File: src/rtl/bed_pkg.sv
// ----------------------------------------------------------------------------
// bed_pkg
// Shared sizes, codes and types of the button event detector.
// ----------------------------------------------------------------------------
`timescale 1ns / 1ps

package bed_pkg;

   localparam int PIN_COUNT     = 4;
   localparam int VIRTUAL_COUNT = 6;
   localparam int QUEUE_DEPTH   = 16;

   localparam int IDX_W  = (QUEUE_DEPTH > 1) ? $clog2(QUEUE_DEPTH) : 1;
   localparam int FILL_W = $clog2(QUEUE_DEPTH + 1);
   localparam int CNT_W  = $clog2(VIRTUAL_COUNT + 1);
   localparam int SUM_W  = ((FILL_W > CNT_W) ? FILL_W : CNT_W) + 1;

   localparam int BTN_W      = 3;
   localparam int CODE_W     = 3;
   localparam int FILTER_W   = 4;
   localparam int HOLD_W     = 8;
   localparam int PINSEL_W   = 2;
   localparam int CSR_IDX_W  = 3;
   localparam int CSR_DATA_W = 8;

   // Item functions
   localparam logic FUNC_TICK = 1'b0;
   localparam logic FUNC_POP  = 1'b1;

   // Event codes
   localparam logic [CODE_W-1:0] EV_DOWN   = 3'd0;
   localparam logic [CODE_W-1:0] EV_UP     = 3'd1;
   localparam logic [CODE_W-1:0] EV_LSTART = 3'd2;
   localparam logic [CODE_W-1:0] EV_LHOLD  = 3'd3;
   localparam logic [CODE_W-1:0] EV_LUP    = 3'd4;

   // Register indexes
   localparam logic [CSR_IDX_W-1:0] REG_ACTIVE_MASK = 3'd0;
   localparam logic [CSR_IDX_W-1:0] REG_FILTER      = 3'd1;
   localparam logic [CSR_IDX_W-1:0] REG_LONG_PRESS  = 3'd2;
   localparam logic [CSR_IDX_W-1:0] REG_HOLD        = 3'd3;
   localparam logic [CSR_IDX_W-1:0] REG_C1_FIRST    = 3'd4;
   localparam logic [CSR_IDX_W-1:0] REG_C1_SECOND   = 3'd5;
   localparam logic [CSR_IDX_W-1:0] REG_C2_FIRST    = 3'd6;
   localparam logic [CSR_IDX_W-1:0] REG_C2_SECOND   = 3'd7;

   // Key set of one virtual button
   typedef struct packed {
      logic                 combo;  // needs the first key held
      logic [PIN_COUNT-1:0] own;    // keys that do not break
      logic [PIN_COUNT-1:0] first;  // key that must be held first
      logic [PIN_COUNT-1:0] trig;   // key that completes the press
   } keys_type;

   // Push request of one virtual button
   typedef struct packed {
      logic              req;
      logic [CODE_W-1:0] code;
   } push_type;

   // One queue word
   typedef struct packed {
      logic [BTN_W-1:0]  btn;
      logic [CODE_W-1:0] code;
   } event_type;

   function automatic logic [PIN_COUNT-1:0] pin_bit(input int unsigned p);
      logic [PIN_COUNT-1:0] one;
      one = PIN_COUNT'(1);
      return (p < PIN_COUNT) ? (one << p) : '0;
   endfunction

endpackage

File: src/rtl/bed_if.sv
// ----------------------------------------------------------------------------
// bed_if
// Valid/ready channels of the button event detector.
// ----------------------------------------------------------------------------
`timescale 1ns / 1ps

interface bed_req_if;
   import bed_pkg::*;
   logic                 valid;
   logic                 ready;
   logic                 func;
   logic [PIN_COUNT-1:0] raw_levels;
   modport source (output valid, output func, output raw_levels, input ready);
   modport sink (input valid, input func, input raw_levels, output ready);
endinterface

interface bed_rsp_if;
   import bed_pkg::*;
   logic                 valid;
   logic                 ready;
   logic                 event_valid;
   logic [BTN_W-1:0]     button_index;
   logic [CODE_W-1:0]    event_code;
   logic [PIN_COUNT-1:0] stable_keys;
   logic [FILL_W-1:0]    queue_count;
   logic                 events_dropped;
   modport source (output valid, output event_valid, output button_index,
                   output event_code, output stable_keys, output queue_count,
                   output events_dropped, input ready);
   modport sink (input valid, input event_valid, input button_index,
                 input event_code, input stable_keys, input queue_count,
                 input events_dropped, output ready);
endinterface

interface bed_csr_if;
   import bed_pkg::*;
   logic                  valid;
   logic                  ready;
   logic [CSR_IDX_W-1:0]  index;
   logic [CSR_DATA_W-1:0] data;
   modport source (output valid, output index, output data, input ready);
   modport sink (input valid, input index, input data, output ready);
endinterface

File: src/rtl/bed_debounce.sv
// ----------------------------------------------------------------------------
// bed_debounce
// Per-pin level filter producing the stable pressed bits.
// ----------------------------------------------------------------------------
`timescale 1ns / 1ps

module bed_debounce (
   input  logic                          clock,
   input  logic                          reset,
   input  logic                          tick_go,
   input  logic [bed_pkg::PIN_COUNT-1:0] raw_levels,
   input  logic [bed_pkg::PIN_COUNT-1:0] active_mask,
   input  logic [bed_pkg::FILTER_W-1:0]  filter_ticks,
   output logic [bed_pkg::PIN_COUNT-1:0] stable_cur,
   output logic [bed_pkg::PIN_COUNT-1:0] stable_tick
);
   import bed_pkg::*;

   logic [PIN_COUNT-1:0] stable_ff, stable_in;
   logic [FILTER_W-1:0]  filt_ff [PIN_COUNT];
   logic [FILTER_W-1:0]  filt_in [PIN_COUNT];

   always_comb begin
      logic [FILTER_W-1:0] inc;
      stable_in = stable_ff;
      for (int p = 0; p < PIN_COUNT; p++) begin
         inc = filt_ff[p] + FILTER_W'(1);
         filt_in[p] = '0;
         // pressed when the raw level matches the active level
         if ((raw_levels[p] ~^ active_mask[p]) != stable_ff[p]) begin
            if (inc >= filter_ticks) begin
               stable_in[p] = ~stable_ff[p];
            end else begin
               filt_in[p] = inc;
            end
         end
      end
   end

   always_ff @(posedge clock) begin
      if (reset) begin
         stable_ff <= '0;
         for (int p = 0; p < PIN_COUNT; p++) filt_ff[p] <= '0;
      end else if (tick_go) begin
         stable_ff <= stable_in;
         for (int p = 0; p < PIN_COUNT; p++) filt_ff[p] <= filt_in[p];
      end
   end

   assign stable_cur  = stable_ff;
   assign stable_tick = stable_in;

endmodule

File: src/rtl/bed_button.sv
// ----------------------------------------------------------------------------
// bed_button
// Press machine of one virtual button: idle, down, long and break.
// ----------------------------------------------------------------------------
`timescale 1ns / 1ps

module bed_button (
   input  logic                          clock,
   input  logic                          reset,
   input  logic                          tick_go,
   input  logic [bed_pkg::PIN_COUNT-1:0] stable,
   input  bed_pkg::keys_type             keys,
   input  logic [bed_pkg::HOLD_W-1:0]    long_press_ticks,
   input  logic [bed_pkg::HOLD_W-1:0]    hold_ticks,
   output bed_pkg::push_type             push
);
   import bed_pkg::*;

   localparam logic [1:0] ST_IDLE = 2'd0;
   localparam logic [1:0] ST_DOWN = 2'd1;
   localparam logic [1:0] ST_LONG = 2'd2;
   localparam logic [1:0] ST_BRK  = 2'd3;

   localparam logic [1:0] ACT_UP   = 2'd0;
   localparam logic [1:0] ACT_DOWN = 2'd1;
   localparam logic [1:0] ACT_BRK  = 2'd2;

   logic [1:0]        state_ff, state_in;
   logic [HOLD_W-1:0] cnt_ff, cnt_in;
   logic [1:0]        act;

   // judge the keys
   always_comb begin
      if ((stable & ~keys.own) != '0) begin
         act = ACT_BRK;
      end else if (keys.combo && ((stable & keys.first) == '0)) begin
         act = ACT_BRK;
      end else if ((stable & keys.trig) != '0) begin
         act = ACT_DOWN;
      end else begin
         act = ACT_UP;
      end
   end

   always_comb begin
      logic [HOLD_W-1:0] inc;
      logic [HOLD_W-1:0] lim;
      inc       = cnt_ff + HOLD_W'(1);
      lim       = (state_ff == ST_DOWN) ? long_press_ticks : hold_ticks;
      state_in  = state_ff;
      cnt_in    = cnt_ff;
      push.req  = 1'b0;
      push.code = EV_DOWN;
      case (state_ff)
         ST_IDLE: begin
            if (act == ACT_DOWN) begin
               push.req = 1'b1;
               cnt_in   = '0;
               state_in = ST_DOWN;
            end
         end
         ST_DOWN, ST_LONG: begin
            if (act == ACT_BRK) begin
               state_in = ST_BRK;
            end else if (act == ACT_DOWN) begin
               cnt_in = inc;
               if (inc >= lim) begin
                  push.req  = 1'b1;
                  push.code = (state_ff == ST_DOWN) ? EV_LSTART : EV_LHOLD;
                  cnt_in    = '0;
                  state_in  = ST_LONG;
               end
            end else begin
               push.req  = 1'b1;
               push.code = (state_ff == ST_DOWN) ? EV_UP : EV_LUP;
               state_in  = ST_IDLE;
            end
         end
         default: begin
            if (act == ACT_UP) state_in = ST_IDLE;
         end
      endcase
   end

   always_ff @(posedge clock) begin
      if (reset) begin
         state_ff <= ST_IDLE;
         cnt_ff   <= '0;
      end else if (tick_go) begin
         state_ff <= state_in;
         cnt_ff   <= cnt_in;
      end
   end

endmodule

File: src/rtl/bed_queue.sv
// ----------------------------------------------------------------------------
// bed_queue
// Event FIFO taking up to one word per button in a tick, one pop per item.
// ----------------------------------------------------------------------------
`timescale 1ns / 1ps

module bed_queue (
   input  logic                      clock,
   input  logic                      reset,
   input  logic                      tick_go,
   input  logic                      pop_go,
   input  bed_pkg::push_type         push [bed_pkg::VIRTUAL_COUNT],
   output logic                      pop_hit,
   output bed_pkg::event_type        pop_word,
   output logic [bed_pkg::FILL_W-1:0] fill_next,
   output logic                      dropped
);
   import bed_pkg::*;

   event_type        entry_ff [QUEUE_DEPTH];
   logic [IDX_W-1:0] rd_ff, rd_in, wr_ff, wr_in;
   logic [FILL_W-1:0] fill_ff;

   logic [IDX_W-1:0] widx  [VIRTUAL_COUNT];
   logic [VIRTUAL_COUNT-1:0] take;
   logic [CNT_W-1:0] n_take;
   logic             lost;

   function automatic logic [IDX_W-1:0] wrap(input logic [SUM_W-1:0] s);
      logic [SUM_W-1:0] r;
      r = (s >= SUM_W'(QUEUE_DEPTH)) ? (s - SUM_W'(QUEUE_DEPTH)) : s;
      return r[IDX_W-1:0];
   endfunction

   // prefix count of requests: the k-th request goes to wr + k if room remains
   always_comb begin
      logic [CNT_W-1:0] run;
      run    = '0;
      n_take = '0;
      lost   = 1'b0;
      for (int v = 0; v < VIRTUAL_COUNT; v++) begin
         take[v] = tick_go && push[v].req &&
                   ((SUM_W'(fill_ff) + SUM_W'(run)) < SUM_W'(QUEUE_DEPTH));
         widx[v] = wrap(SUM_W'(wr_ff) + SUM_W'(run));
         if (push[v].req) run = run + CNT_W'(1);
         if (take[v]) n_take = n_take + CNT_W'(1);
         if (tick_go && push[v].req && !take[v]) lost = 1'b1;
      end
   end

   assign pop_hit  = pop_go && (fill_ff != '0);
   assign pop_word = entry_ff[rd_ff];
   assign dropped  = lost;
   assign rd_in    = pop_hit ? wrap(SUM_W'(rd_ff) + SUM_W'(1)) : rd_ff;
   assign wr_in    = tick_go ? wrap(SUM_W'(wr_ff) + SUM_W'(n_take)) : wr_ff;

   always_comb begin
      logic [SUM_W-1:0] grown;
      grown = SUM_W'(fill_ff) + SUM_W'(n_take);
      if (tick_go) begin
         fill_next = grown[FILL_W-1:0];
      end else if (pop_hit) begin
         fill_next = fill_ff - FILL_W'(1);
      end else begin
         fill_next = fill_ff;
      end
   end

   always_ff @(posedge clock) begin
      if (reset) begin
         rd_ff   <= '0;
         wr_ff   <= '0;
         fill_ff <= '0;
      end else begin
         rd_ff   <= rd_in;
         wr_ff   <= wr_in;
         fill_ff <= fill_next;
      end
   end

   // storage words, written only where a request was taken
   always_ff @(posedge clock) begin
      for (int e = 0; e < QUEUE_DEPTH; e++) begin
         for (int v = 0; v < VIRTUAL_COUNT; v++) begin
            if (take[v] && (widx[v] == IDX_W'(e))) begin
               entry_ff[e].btn  <= BTN_W'(v);
               entry_ff[e].code <= push[v].code;
            end
         end
      end
   end

endmodule

File: src/rtl/button_event_detector_top.sv
// ----------------------------------------------------------------------------
// button_event_detector_top
// Debounced keys, six virtual button machines and an event queue.
// ----------------------------------------------------------------------------
//   channel    | dir | word
//   -----------+-----+---------------------------------------------------
//   req_port   | in  | func, raw_levels
//   rsp_port   | out | event_valid, button_index, event_code, stable_keys,
//              |     | queue_count, events_dropped
//   csr_port   | in  | index, data (always ready)
//
// One word per cycle sustained while results are taken; each word waits in the input
// register, its tick or pop work completes as it moves to the result register.
// Reset is synchronous: idle machines, empty queue, zero keys,
// configuration back to its defaults. Queue words carry no reset.
// A stalled result holds the result register and the input register; new
// words are still taken while the input register is empty.
// ----------------------------------------------------------------------------
`timescale 1ns / 1ps

module button_event_detector_top (
   input logic clock,
   input logic reset,
   bed_req_if.sink   req_port,
   bed_rsp_if.source rsp_port,
   bed_csr_if.sink   csr_port
);
   import bed_pkg::*;

   // configuration
   logic [PIN_COUNT-1:0] mask_ff;
   logic [FILTER_W-1:0]  filter_ff;
   logic [HOLD_W-1:0]    long_ff, hold_ff;
   logic [PINSEL_W-1:0]  c1_first_ff, c1_second_ff, c2_first_ff, c2_second_ff;

   // input register
   logic                 in_vld_ff;
   logic                 in_func_ff;
   logic [PIN_COUNT-1:0] in_raw_ff;

   // result register
   logic                 out_vld_ff;
   logic                 out_evt_ff;
   logic [BTN_W-1:0]     out_btn_ff;
   logic [CODE_W-1:0]    out_code_ff;
   logic [PIN_COUNT-1:0] out_keys_ff;
   logic [FILL_W-1:0]    out_count_ff;
   logic                 out_drop_ff;

   logic advance, tick_go, pop_go;
   logic [PIN_COUNT-1:0] stable_cur, stable_tick;
   keys_type  keys [VIRTUAL_COUNT];
   push_type  push [VIRTUAL_COUNT];
   logic      pop_hit;
   event_type pop_word;
   logic [FILL_W-1:0] fill_next;
   logic      dropped;

   // advance the input word when the result register is free or being taken
   assign advance = in_vld_ff && (!out_vld_ff || rsp_port.ready);
   assign tick_go = advance && (in_func_ff == FUNC_TICK);
   assign pop_go  = advance && (in_func_ff == FUNC_POP);

   assign req_port.ready = !in_vld_ff || advance;
   assign csr_port.ready = 1'b1;

   always_ff @(posedge clock) begin
      if (reset) begin
         in_vld_ff <= 1'b0;
      end else if (req_port.ready) begin
         in_vld_ff <= req_port.valid;
      end
   end

   // hold the payload until it advances
   always_ff @(posedge clock) begin
      if (req_port.valid && req_port.ready) begin
         in_func_ff <= req_port.func;
         in_raw_ff  <= req_port.raw_levels;
      end
   end

   // configuration writes
   always_ff @(posedge clock) begin
      if (reset) begin
         mask_ff      <= PIN_COUNT'(8);
         filter_ff    <= FILTER_W'(2);
         long_ff      <= HOLD_W'(100);
         hold_ff      <= HOLD_W'(5);
         c1_first_ff  <= PINSEL_W'(3);
         c1_second_ff <= PINSEL_W'(0);
         c2_first_ff  <= PINSEL_W'(3);
         c2_second_ff <= PINSEL_W'(2);
      end else if (csr_port.valid && csr_port.ready) begin
         case (csr_port.index)
            REG_ACTIVE_MASK: mask_ff      <= PIN_COUNT'(csr_port.data);
            REG_FILTER:      filter_ff    <= FILTER_W'(csr_port.data);
            REG_LONG_PRESS:  long_ff      <= HOLD_W'(csr_port.data);
            REG_HOLD:        hold_ff      <= HOLD_W'(csr_port.data);
            REG_C1_FIRST:    c1_first_ff  <= PINSEL_W'(csr_port.data);
            REG_C1_SECOND:   c1_second_ff <= PINSEL_W'(csr_port.data);
            REG_C2_FIRST:    c2_first_ff  <= PINSEL_W'(csr_port.data);
            REG_C2_SECOND:   c2_second_ff <= PINSEL_W'(csr_port.data);
            default: ;
         endcase
      end
   end

   bed_debounce u_debounce (
      .clock        (clock),
      .reset        (reset),
      .tick_go      (tick_go),
      .raw_levels   (in_raw_ff),
      .active_mask  (mask_ff),
      .filter_ticks (filter_ff),
      .stable_cur   (stable_cur),
      .stable_tick  (stable_tick)
   );

   // Key sets: singles on their own pin, the last two are ordered combos.
   // A single with no pin of its own breaks on any key and never presses.
   for (genvar v = 0; v < VIRTUAL_COUNT; v++) begin : g_btn
      if (v < VIRTUAL_COUNT - 2) begin : g_single
         assign keys[v].combo = 1'b0;
         assign keys[v].own   = pin_bit(v);
         assign keys[v].first = '0;
         assign keys[v].trig  = pin_bit(v);
      end else if (v == VIRTUAL_COUNT - 2) begin : g_combo_one
         assign keys[v].combo = 1'b1;
         assign keys[v].own   = pin_bit(32'(c1_first_ff)) | pin_bit(32'(c1_second_ff));
         assign keys[v].first = pin_bit(32'(c1_first_ff));
         assign keys[v].trig  = pin_bit(32'(c1_second_ff));
      end else begin : g_combo_two
         assign keys[v].combo = 1'b1;
         assign keys[v].own   = pin_bit(32'(c2_first_ff)) | pin_bit(32'(c2_second_ff));
         assign keys[v].first = pin_bit(32'(c2_first_ff));
         assign keys[v].trig  = pin_bit(32'(c2_second_ff));
      end

      // machines judge the keys as they stand after this tick's filter
      bed_button u_button (
         .clock            (clock),
         .reset            (reset),
         .tick_go          (tick_go),
         .stable           (stable_tick),
         .keys             (keys[v]),
         .long_press_ticks (long_ff),
         .hold_ticks       (hold_ff),
         .push             (push[v])
      );
   end

   bed_queue u_queue (
      .clock     (clock),
      .reset     (reset),
      .tick_go   (tick_go),
      .pop_go    (pop_go),
      .push      (push),
      .pop_hit   (pop_hit),
      .pop_word  (pop_word),
      .fill_next (fill_next),
      .dropped   (dropped)
   );

   always_ff @(posedge clock) begin
      if (reset) begin
         out_vld_ff <= 1'b0;
      end else if (advance) begin
         out_vld_ff <= 1'b1;
      end else if (rsp_port.ready) begin
         out_vld_ff <= 1'b0;
      end
   end

   // load the result word; tick results carry no event, pops drop nothing
   always_ff @(posedge clock) begin
      if (advance) begin
         out_evt_ff   <= pop_hit;
         out_btn_ff   <= pop_hit ? pop_word.btn : '0;
         out_code_ff  <= pop_hit ? pop_word.code : '0;
         out_keys_ff  <= tick_go ? stable_tick : stable_cur;
         out_count_ff <= fill_next;
         out_drop_ff  <= tick_go && dropped;
      end
   end

   assign rsp_port.valid          = out_vld_ff;
   assign rsp_port.event_valid    = out_evt_ff;
   assign rsp_port.button_index   = out_btn_ff;
   assign rsp_port.event_code     = out_code_ff;
   assign rsp_port.stable_keys    = out_keys_ff;
   assign rsp_port.queue_count    = out_count_ff;
   assign rsp_port.events_dropped = out_drop_ff;

endmodule

File: src/flat_wrapper.sv
// flat-port wrapper written by rule: the top's interface ports become plain ports
module button_event_detector_top_flat import bed_pkg::*;
  (clock, reset, req_port_valid, req_port_func, req_port_raw_levels, req_port_ready, rsp_port_valid, rsp_port_event_valid, rsp_port_button_index, rsp_port_event_code, rsp_port_stable_keys, rsp_port_queue_count, rsp_port_events_dropped, rsp_port_ready, csr_port_valid, csr_port_index, csr_port_data, csr_port_ready);
  bed_req_if req_port_i ();
  bed_rsp_if rsp_port_i ();
  bed_csr_if csr_port_i ();
  input logic clock;
  input logic reset;
  input wire logic [$bits(req_port_i.valid)-1:0] req_port_valid;
  input wire logic [$bits(req_port_i.func)-1:0] req_port_func;
  input wire logic [$bits(req_port_i.raw_levels)-1:0] req_port_raw_levels;
  output wire logic [$bits(req_port_i.ready)-1:0] req_port_ready;
  output wire logic [$bits(rsp_port_i.valid)-1:0] rsp_port_valid;
  output wire logic [$bits(rsp_port_i.event_valid)-1:0] rsp_port_event_valid;
  output wire logic [$bits(rsp_port_i.button_index)-1:0] rsp_port_button_index;
  output wire logic [$bits(rsp_port_i.event_code)-1:0] rsp_port_event_code;
  output wire logic [$bits(rsp_port_i.stable_keys)-1:0] rsp_port_stable_keys;
  output wire logic [$bits(rsp_port_i.queue_count)-1:0] rsp_port_queue_count;
  output wire logic [$bits(rsp_port_i.events_dropped)-1:0] rsp_port_events_dropped;
  input wire logic [$bits(rsp_port_i.ready)-1:0] rsp_port_ready;
  input wire logic [$bits(csr_port_i.valid)-1:0] csr_port_valid;
  input wire logic [$bits(csr_port_i.index)-1:0] csr_port_index;
  input wire logic [$bits(csr_port_i.data)-1:0] csr_port_data;
  output wire logic [$bits(csr_port_i.ready)-1:0] csr_port_ready;
  assign req_port_i.valid = req_port_valid;
  assign req_port_i.func = req_port_func;
  assign req_port_i.raw_levels = req_port_raw_levels;
  assign req_port_ready = req_port_i.ready;
  assign rsp_port_valid = rsp_port_i.valid;
  assign rsp_port_event_valid = rsp_port_i.event_valid;
  assign rsp_port_button_index = rsp_port_i.button_index;
  assign rsp_port_event_code = rsp_port_i.event_code;
  assign rsp_port_stable_keys = rsp_port_i.stable_keys;
  assign rsp_port_queue_count = rsp_port_i.queue_count;
  assign rsp_port_events_dropped = rsp_port_i.events_dropped;
  assign rsp_port_i.ready = rsp_port_ready;
  assign csr_port_i.valid = csr_port_valid;
  assign csr_port_i.index = csr_port_index;
  assign csr_port_i.data = csr_port_data;
  assign csr_port_ready = csr_port_i.ready;
  button_event_detector_top u_core (.clock(clock), .reset(reset), .req_port(req_port_i), .rsp_port(rsp_port_i), .csr_port(csr_port_i));
endmodule
File: config.mk
export PLATFORM = sky130hd
export DESIGN_NAME = button_event_detector_top_flat
export DESIGN_NICKNAME = d
export VERILOG_FILES = /design/src/rtl/bed_pkg.sv /design/src/rtl/bed_if.sv /design/src/rtl/bed_debounce.sv /design/src/rtl/bed_button.sv /design/src/rtl/bed_queue.sv /design/src/rtl/button_event_detector_top.sv /design/src/flat_wrapper.sv
export SDC_FILE = /design/constraint.sdc
export NUM_CORES = 1
export LEC_CHECK = 0
export BUFFER_PORTS_ARGS = -buffer_cell sky130_fd_sc_hd__buf_2
export CAP_MARGIN = 20
export CORE_AREA = 2 2 179 269
export DETAILED_ROUTE_END_ITERATION = 10
export DIE_AREA = 0 0 181 271
export GPL_TIMING_DRIVEN = 0
export PLACE_DENSITY_LB_ADDON = 0.05
export SYNTH_ARGS = -nofsm -noshare
export SYNTH_HDL_FRONTEND = slang
export SYNTH_HIERARCHICAL = 1
export SYNTH_SLANG_ARGS = --single-unit
File: constraint.sdc
create_clock -name clock -period 7.6 [get_ports clock]
set_clock_uncertainty 0.15 [all_clocks]
set_input_delay 0 -clock clock [delete_from_list [all_inputs] [get_ports clock]]
set_output_delay 0 -clock clock [all_outputs]
set_load 0.005 [all_outputs]
# After elaboration in Yosys (flattened, before gate mapping)
# Memories as Yosys holds them, arrays and structs flattened. A register that Yosys moved wholly into a read port is not among the register bits.
# Index checks and enable logic that the tools add are counted.
# word_totals
ramBits	112
in_bits	21
register_bits	127
mem_count	2
wordCells	1224
out_inout_bits	20
# classes
n_eq_ne	149
n_mux	577
n_reduce_logical	212
n_lt_le_gt_ge	24
add_sub_neg	41
bitwise	183
shift	4
# memory_table
name	words	width	read_ports	rd_ports_with_merged_regs	write_ports	line_no	rtl
u_core.u_queue.entry_ff	16	6	1	1	4	bed_queue.sv:20	event_type entry_ff [QUEUE_DEPTH];
u_core.u_debounce.filt_ff	4	4	4	0	4	bed_debounce.sv:20	logic [FILTER_W-1:0] filt_ff [PIN_COUNT];
# ops
operator	count
3-bit two-way mux	181
8-bit two-way mux	30
1-bit two-way mux	233
4-bit two-way mux	51
4-bit == test, second input constant	48
1-bit bitwise OR	164
1-bit logical AND	120
2-bit two-way mux	50
4-bit by 3-bit == test with 1-bit output, second input constant	24
8-bit one-hot mux with 2 select lines	6
6-bit two-way mux	12
6-bit OR reduction	12
8-bit by 1-bit adder with 8-bit output, second input constant	6
4-bit by 2-bit == test with 1-bit output, second input constant	12
8-bit >= comparator	6
2-bit inequality test, second input constant	18
5-bit >= comparator, second input constant	7
4-bit zero test	8
4-bit nonzero test	8
4-bit by 1-bit subtractor with 4-bit output, second input constant	8
5-bit by 3-bit adder with 6-bit output	5
6-bit by 5-bit less-than comparator with 1-bit output, second input constant	5
5-bit AND reduction	6
3-bit by 1-bit adder with 3-bit output, second input constant	9
36 further kinds	161

# Longest topological paths before layout
# An unclocked memory read counts as a cell.
# depth
word_depth	32
mapped_depth	42
mapped_depth_nobuf	41

# Hierarchy
# Netlist, hierarchy kept.
# by_module_without_submodules
mod	cells_per_inst	area_per_inst_um2	n_inst
bed_queue	1123	10238.6	1
bed_button	140	1132.3	6
button_event_detector_top	198	2253.4	1
bed_debounce	131	1601.5	1

# Worst setup path after synthesis
# Ideal clock, no wire load.
# synth_path
kind	register to register
start	memory u_core.u_debounce.filt_ff[2][0]
end	register u_core.out_count_ff[3], in the netlist u_core/rsp_port.queue_count[3] (data pin)
path_stages_with_launch	41
setup_slack_ps	-658
n_path_buf	1
arrival_ps	7838
t_required_ps	7180
cell_sequence	edfxtp_1 -> ha_1 -> xor2_1 -> ha_1 -> o211ai_2 -> o21ai_2 -> mux2_4 -> nor2b_1 -> a21oi_1 -> o2111ai_1 -> a21oi_1 -> inv_1 -> ha_1 -> nand2b_1 -> a31o_2 -> a21oi_1 -> inv_1 -> ha_1 -> (+5 left out) -> ha_1 -> nand2_1 -> o21bai_1 -> o31ai_1 -> clkbuf_1 -> xnor2_1 -> nor2_1 -> a311oi_1 -> ha_1 -> inv_1 -> nor2_1 -> xor2_1 -> xnor2_1 -> ha_1 -> a21oi_1 -> nand2_1 -> a22oi_1 -> xnor2_1
# synth_lines
element	line_no	rtl
from (decl)	bed_debounce.sv:20	
to (signal assigned)	button_event_detector_top.sv:182	out_count_ff <= fill_next;
to (decl)	button_event_detector_top.sv:47	logic [FILL_W-1:0] out_count_ff;

==> results.json <==
{
  "status": "finished clean",
  "slew_violations": 0,
  "grt_max_degree": 25,
  "yosysSeqAreaShare_pct": 30.3,
  "gr-total-overflow": 0,
  "whs_path_depth": 4,
  "clkPwrFrac_pct": 38.0,
  "yosysWarnings": 6,
  "layout.nets": 2769,
  "relSlewSlack_pct": 14.2,
  "critical_path_required_ps": 7710,
  "synth-xor-area-share_pct": 4.18,
  "path_class": "flip-flop to flip-flop",
  "synth_fa_ha_area_share_pct": 9.76,
  "ys_ff_latch": 249,
  "finalSetupTns_ps": 0,
  "grt_pass1_wl_mm": 123,
  "critPathLaunchType": "flip-flop",
  "drc": 0,
  "finalPower_w": 0.00352,
  "synth.cell_area_um2": 20900,
  "cts.sinks": 249,
  "wl_per_cell_um": 25.9,
  "drt_iter0_markers": 1584,
  "hp-class": "input pin to flip-flop",
  "path_max_fanout": 8,
  "tightest_slew_ps": 1280,
  "synth.area.mux_share_pct": 10.2,
  "worstHoldStart": "csr_port_data[4]",
  "p_int_w": 0.00251,
  "rr_endpoint": "u_core/u_queue/entry_ff[10][3]",
  "p_per_area_nw_per_um2": 139,
  "holdPathEnd": "u_core/long_ff[4]",
  "clk_latency_ps": 590,
  "crit_path_end_kind": "flip-flop",
  "yosysUniqueCellTypes": 109,
  "fp.dieArea_um2": 49100,
  "die_h_um": 271,
  "cpPeakStageDelay_ps": 650,
  "final_common_cell": "nor2_1",
  "clockBufferDepth": 3,
  "grtUsageMet1_pct": 32.8,
  "worst-r2r-setup-slack_ps": 140,
  "viasPerCell": 6.17,
  "hpwlAfterDp_mm": 62.1,
  "period_share_pct": 98.2,
  "htree_levels": 1,
  "synth_top_family_by_area": "simple AND/OR/NAND/NOR gates",
  "grt-busiest-layer": "met2",
  "combPwrFrac_pct": 20.8,
  "drv_cap": 0,
  "ir_worst_vdd_uv": 190,
  "num_rows": 97,
  "r2r.worst_path.cells": 31,
  "root_buffer": "clkbuf_16",
  "swShare_pct": 28.7,
  "cts_made_buffers": 27,
  "fmax_mhz": 134,
  "num_vias": 19767,
  "drt-total-wl_mm": 83.1,
  "p_switching_w": 0.00101,
  "place_congestion": 1.03,
  "avgSynthCellArea_um2": 9.11,
  "syn2layout_area_growth_pct": 20.7,
  "finalSetupViolations": 0,
  "antenna_found_initial": 0,
  "whs_ps": 83.7,
  "synthArstFlopShare_pct": 0,
  "start_util_pct": 44.8,
  "arrival_ps": 7580,
  "yosys_most_used_dff": "edfxtp_1",
  "p_seq_share_pct": 41.2,
  "synth_compound_area_share_pct": 18.2,
  "syn_inst": 2292,
  "first_global_vias": 19618,
  "hold_viol_final": 0,
  "synth_edf_count": 134,
  "grtUsageMet2_pct": 60.5,
  "clkTransAtPathRegs_ps": 60,
  "fp.coreArea_um2": 46600,
  "io_pins": 41,
  "grtUsageMet3_pct": 5.45,
  "leakage_nw": 9.95,
  "drive_gt1_share_pct": 21.6,
  "period_needed_ps": 7460,
  "grt_usage_pct": 33.3,
  "drt_pre_antenna_iters": 6,
  "layout.cells.most_common_list": "nor2_1, nand2_1, buf_4",
  "fin_cells": 3204,
  "tritoncts": "built",
  "placedCellCount": 2987,
  "crit_path_top_delay_cell": "or4_1",
  "synth-simple-area-share_pct": 22.7,
  "ant_nets": 0,
  "numPortBuffers": 38,
  "r2r-start": "u_core/u_debounce/filt_ff[2][0]",
  "grt_setup_unrepaired": "true",
  "die_w_um": 181
}
power groups by stage:
| stage | registers, W | clock network, W | logic [W] |
|---|---|---|---|
| 4_1_cts | 0.00145 | 0.00137 | 0.000685 |
| 5_1_grt | 0.00145 | 0.00141 | 0.000785 |
| 2_1_floorplan | 0.00147 | 0 | 0.000353 |
| 6_report | 0.00145 | 0.00134 | 0.000731 |
| 3_3_place_gp | 0.00148 | 0 | 0.000482 |
| 3_5_place_dp | 0.00148 | 0 | 0.000494 |
state kept, by name (all words and copies together), names as in the netlist, 2 cells and up, named ones only:
| register | flops |
|---|---|
| u_core/hold_ff | 8 |
| u_core/in_raw_ff | 4 |
| u_core/g_btn.u_button/cnt_ff | 48 |
| u_core/c2_first_ff | 2 |
| u_core/long_ff | 8 |
| u_core/u_queue/rd_ff | 4 |
| u_core/u_debounce/stable_cur | 4 |
| u_core/c1_second_ff | 2 |
| u_core/u_queue/wr_ff | 4 |
| u_core/u_queue/fill_ff | 5 |
| u_core/filter_ff | 4 |
| u_core/rsp_port.event_code | 3 |
| u_core/u_queue/entry_ff | 96 |
| u_core/g_btn.u_button/state_ff | 12 |
| u_core/rsp_port.button_index | 3 |
| u_core/c1_first_ff | 2 |
| u_core/rsp_port.queue_count | 5 |
| u_core/mask_ff | 4 |
| u_core/u_debounce/filt_ff | 16 |
| u_core/c2_second_ff | 2 |
| u_core/rsp_port.stable_keys | 4 |
logic make-up (layout without fill, tap and decap cells):
| kind of cell | after synthesis | in the layout |
|---|---|---|
| compound gates | 538 | 538 |
| xor+xnor | 91 | 91 |
| fa+ha+maj | 160 | 160 |
| buf+inv | 215 | 479 |
| flops | 249 | 249 |
| mux | 168 | 168 |
| other cells | 2 | 56 |
| simple gates | 869 | 869 |
synthesized netlist by cell type, drive strengths merged, types with 13 or more instances:
cell type	count	area, um^2
a211oi	18	145
a21o	35	264
a21oi	139	711
a22oi	23	173
a31oi	39	250
and2	30	204
and3	31	229
buf	55	353
clkbuf	64	264
dfxtp	115	2300
edfxtp	134	4020
ha	155	1940
inv	96	360
mux2	32	390
mux2i	106	1060
mux4	30	676
nand2	174	663
nand2b	32	200
nand3	110	556
nand3b	15	113
nand4	62	388
nand4b	13	114
nor2	178	668
nor2b	53	339
nor3	81	452
nor3b	26	220
nor4	18	193
o2111ai	13	114
o211ai	18	155
o21ai	87	454
o22ai	14	87.6
o31ai	16	120
xnor2	56	498
xor2	30	263
per-layer routing:
metal  wire length [um]  vias to the layer above  share of wire (%)
met5                  0                        -                  0
met4               8740                        0                 11
met3               4280                      342                5.2
met2              41700                      749                 50
met1              28500                     9478                 34
li1                   -                     9198                  -
worst max path at each step:
stage | from | to | slack [ps] | cells past startpoint
after global routing | u_core/u_debounce/filt_ff[2][0] | u_core/u_queue/fill_ff[3] | -170 | 40
after CTS | u_core/u_debounce/filt_ff[2][0] | u_core/u_queue/fill_ff[3] | 10 | 41
after detailed placement | u_core/u_debounce/filt_ff[2][0] | u_core/u_queue/entry_ff[10][4] | -1710 | 30
after global placement | u_core/u_debounce/filt_ff[2][0] | u_core/u_queue/entry_ff[7][1] | -2070 | 33
final | u_core/u_debounce/filt_ff[2][0] | u_core/u_queue/entry_ff[10][3] | 140 | 31
after floorplan | u_core/u_debounce/filt_ff[2][0] | u_core/rsp_port.queue_count[3] | 10 | 40
cell type report:
type,instances,area (um^2)
Buffer,113,621
Multi-Input combinational cell,1881,14600
Fill cell,4333,21400
Sequential cell,249,6330
Clock buffer,29,683
Tap cell,594,743
Inverter,96,363
Antenna cell,1,2.50
Timing Repair Buffer,220,1660
Clock inverter,21,194
worst max-delay path, delay by kind of cell, from the launching register on:
kind | cells | cell delay [ps]
AO/OA/AOI/OAI | 9 | 1780
AND/OR/NAND/NOR | 7 | 1620
adder cells (fa/ha/maj) | 6 | 1590
buffers and inverters | 5 | 660
XOR/XNOR | 3 | 510
flip-flops | 1 | 420
multiplexers | 1 | 370
metrics by stage:
stage	utilization (%)	setup slack, ps	cell area, um^2
2_1_floorplan	-	13.6	21200
3_3_place_gp	47.4	-2070	22100
3_5_place_dp	47.7	-1710	22200
4_1_cts	53.0	14.3	24700
5_1_grt	54.1	-173	25200
6_report	54.1	135	25200
timing repair:
item / 4_1_cts / 5_1_grt
setup buffers: 111 / 30
gates resized for setup: 88 / 68
setup endpoints to repair: 206 / 125
pin swaps: 39 / 32
hold buffers: 33 / 0
hold endpoints to repair: 49 / 0
No activity file was read; power rests on OpenSTA's default activity.
